===== src/hdl/lphd_ram.sv =====
// Generic simple dual-port RAM: one write port, one read port, registered read data.
// No dependencies.
module lphd_ram #(
    parameter int WIDTH = 8,
    parameter int DEPTH = 16
) (
    input  logic                     clk,
    input  logic                     we,
    input  logic [$clog2(DEPTH)-1:0] waddr,
    input  logic [WIDTH-1:0]         wdata,
    input  logic                     re,
    input  logic [$clog2(DEPTH)-1:0] raddr,
    output logic [WIDTH-1:0]         rdata
);

    logic [WIDTH-1:0] mem [DEPTH];

    // Write port
    always_ff @(posedge clk)
    begin
        if (we)
        begin
            mem[waddr] <= wdata;
        end
    end

    // Read port, registered read data
    always_ff @(posedge clk)
    begin
        if (re)
        begin
            rdata <= mem[raddr];
        end
    end

endmodule


===== config.mk =====
export PLATFORM = sky130hd
export DESIGN_NAME = lphd_ram
export DESIGN_NICKNAME = d
export VERILOG_FILES = /design/src/hdl/lphd_ram.sv
export SDC_FILE = /design/constraint.sdc
export NUM_CORES = 1
export LEC_CHECK = 0
export BUFFER_PORTS_ARGS = -buffer_cell sky130_fd_sc_hd__buf_2
export CELL_PAD_IN_SITES_DETAIL_PLACEMENT = 1
export CELL_PAD_IN_SITES_GLOBAL_PLACEMENT = 1
export CORE_AREA = 3 3 107 134
export CTS_CLUSTER_SIZE = 20
export DETAILED_ROUTE_END_ITERATION = 10
export DIE_AREA = 0 0 110 137
export PLACE_DENSITY = 0.63
export SETUP_SLACK_MARGIN = 0.02
export SLEW_MARGIN = 20
export SYNTH_ARGS = -nofsm -noshare
export SYNTH_HDL_FRONTEND = slang
export SYNTH_SLANG_ARGS = --single-unit

===== constraint.sdc =====
create_clock -name clk -period 1.6 [get_ports clk]
set_input_delay 0.08 -clock clk [delete_from_list [all_inputs] [get_ports clk]]
set_output_delay 0.08 -clock clk [all_outputs]
set_load 0.1 [all_outputs]

==> impl_metrics.tcl <==
set metrics [dict create \
    status "completed" \
    syn_to_final_growth_pct 21.7 \
    leakage_nw 2.17 \
    track_usage_pct 16.0 \
    die_w_um 110 \
    drive_above_1_share_pct 33.8 \
    regArea_um2 4080 \
    async_reset_ff_share_pct 0 \
    placed_area_um2 5720 \
    multiInputGateArea_um2 1060 \
    syn_area_um2 5230 \
    ys_seq_elements 136 \
    crit_fanout 1 \
    grt_pass1_wl_um 16600 \
    synthFlopType "edfxtp_1" \
    crit_type "reg -> reg" \
    maxCapViolCount 0 \
    relSlewSlack_pct 67.4 \
    root_buffer "clkbuf_16" \
    period_share_pct 92.8 \
    hpwlAfterDp_um 7100 \
    dr_total_vias 2515 \
    min-delay-path-class "in -> reg" \
    htreeDepth 4 \
    finClkSkew_ns 0.00579 \
    io_pins 27 \
    vias_per_cell 5.32 \
    place_inst 441 \
    grt_pass1_vias 2661 \
    yosysUniqueCellTypes 18 \
    worstPathCellList "mux4_1 > a22oi_1 > nand2_1" \
    drt-initial-drc-count 118 \
    yosys.area.top_type_share_pct 78.1 \
    endpoint_kind "flop" \
    critPathArrivalTime_ns 1.63 \
    tightest_slew_ns 0.490 \
    cts_setup_buffers 0 \
    rows 47 \
    fmax_mhz 674 \
    fin_nets 308 \
    gp_congestion 0.745 \
    fin_cells 473 \
    postRouteAntennaNets 0 \
    grt_overflow_total 0 \
    path_buf_inv 0 \
    antennaDiodeCount 0 \
    seq_area_frac_synth_pct 78.1 \
    period_needed_ns 1.48 \
    yosysMostFrequentCell "edfxtp_1" \
    ir_worst_vdd_v 0.000665 \
    whs_ns 0.0587 \
    ys_warn_count 0 \
    slew_viol_final 0 \
    numCtsBuffers 17 \
    power_density_nw_per_um2 1370 \
    slowest_delay_ns 0.53 \
    setup_viol 0 \
    numClockSinks 136 \
    fin_util_pct 48.1 \
    hold_buffers 0 \
    drc 0 \
    ctsLongestPathBuffers 2 \
    required_ns 1.75 \
    die_area_um2 15100 \
    clk_latency_ns 0.41 \
    first_pass_iters 4 \
    routed_wl_um 11200 \
    cp_slowest_cell "mux4_1" \
    nFillCells 1211 \
    synth_edf_count 136 \
    fin_setup_tns_ns 0 \
    rsz0062_at_grt "no" \
    hold_viol 0 \
    start_util_pct 39.5 \
    synth_fp_nets 248 \
    synthTopCellsByArea "edfxtp_1, mux4_2, mux4_1" \
    final_area_um2 6360 \
    cts_tree "built" \
    grt_max_degree 21 \
    wl_per_cell_um 23.8 \
    antenna_found_initial 0 \
    core-area_um2 13200 \
    cp_top_family "multiplexers" \
    synth_area_leader_cell "edfxtp_1" \
    startpoint_type "flop" \
    syn_area_per_cell_um2 22.8 \
    port_buffers 26 \
    netlist_instances 229 \
    path_clk_slew_ns 0.06 \
    fp.dieH_um 137 \
    synthTopCellsByCount "edfxtp_1, mux4_2, a22oi_1" \
]
[area by class of cell]
type                            count  area share, %
Clock buffer                       17           6.69
Clock inverter                     15           3.27
Multi-Input combinational cell     83           16.7
Sequential cell                   136           64.2
Tap cell                          171           3.36
Timing Repair Buffer               51           5.78
[cell families after synthesis]
logic type	synth area share [%]
simple gates	3.14
flops	78.1
buf+inv	1.65
compound gates	2.30
mux	14.8
[state kept, by name, summed over array words and instances, names as in the netlist]
name / count
mem: 128
rdata: 8
[layout by cell type (no fill, tap or decap)]
master	synthesis	routed
nand3b_1	2	2
nand2_1	9	9
and2b_1	1	1
nand2b_1	2	2
clkbuf_16	0	17
a22oi_2	0	1
clkinv_1	0	1
buf_2	3	26
edfxtp_1	136	136
buf_4	1	21
clkinv_2	0	6
bufinv_16	0	5
and2_1	1	1
clkinvlp_4	0	2
clkinv_4	0	1
mux4_2	18	18
or3b_2	1	1
buf_12	0	4
nor2b_1	1	1
mux4_1	14	14
a22oi_1	16	15
nor2_1	13	13
nand3_1	1	1
nor3_1	4	4
[what timing repair did]
item                                    in CTS  in global routing
resized for setup                            0                  1
endpoints found under the hold margin        0                  0
endpoints found under the setup margin       0                  1
[per-stage QoR]
step	total power [W]	worst slack (ns)
final	0.00871	0.116
after global routing	0.00896	0.0507
after CTS	0.00878	0.0685
after detailed placement	0.00463	-0.0796
after global placement	0.00462	-0.0329
after floorplan	0.00443	0.0271
[worst reg2reg max path, delay by kind of cell (launching register included)]
family / cells / cell delay, ns
AND/OR/NAND/NOR: 1 / 0.09
AO/OA/AOI/OAI: 1 / 0.23
multiplexers: 1 / 0.53
flip-flops: 1 / 0.39
[worst paths after layout]
path	startpoint	to	slack, ns	depth (start not counted)
setup / recovery	mem[9][1]	rdata[1]	0.12	3
hold / removal	re	rdata[3]	0.06	1
setup reg to reg	mem[9][1]	rdata[1]	0.12	3
hold reg to reg	mem[13][2]	rdata[2]	0.75	3
[where the power goes]
part,internal [W],leakage [nW],switching [W],total [W]
sequential,0.00402,1.24,0.0000221,0.00404
clock,0.00274,0.310,0.00141,0.00416
combinational,0.000173,0.623,0.000342,0.000515
[routing by layer]
metal	wire length (um)	share of wire (%)	vias up	GRT usage [%]
met5	0	0	-	0
met1	4850	43	1347	20.5
met4	177	1.6	0	6.31
met3	290	2.6	10	2.97
li1	-	-	1099	-
met2	5920	53	59	26.9
Note: power is estimated with default switching activity, not from simulation.
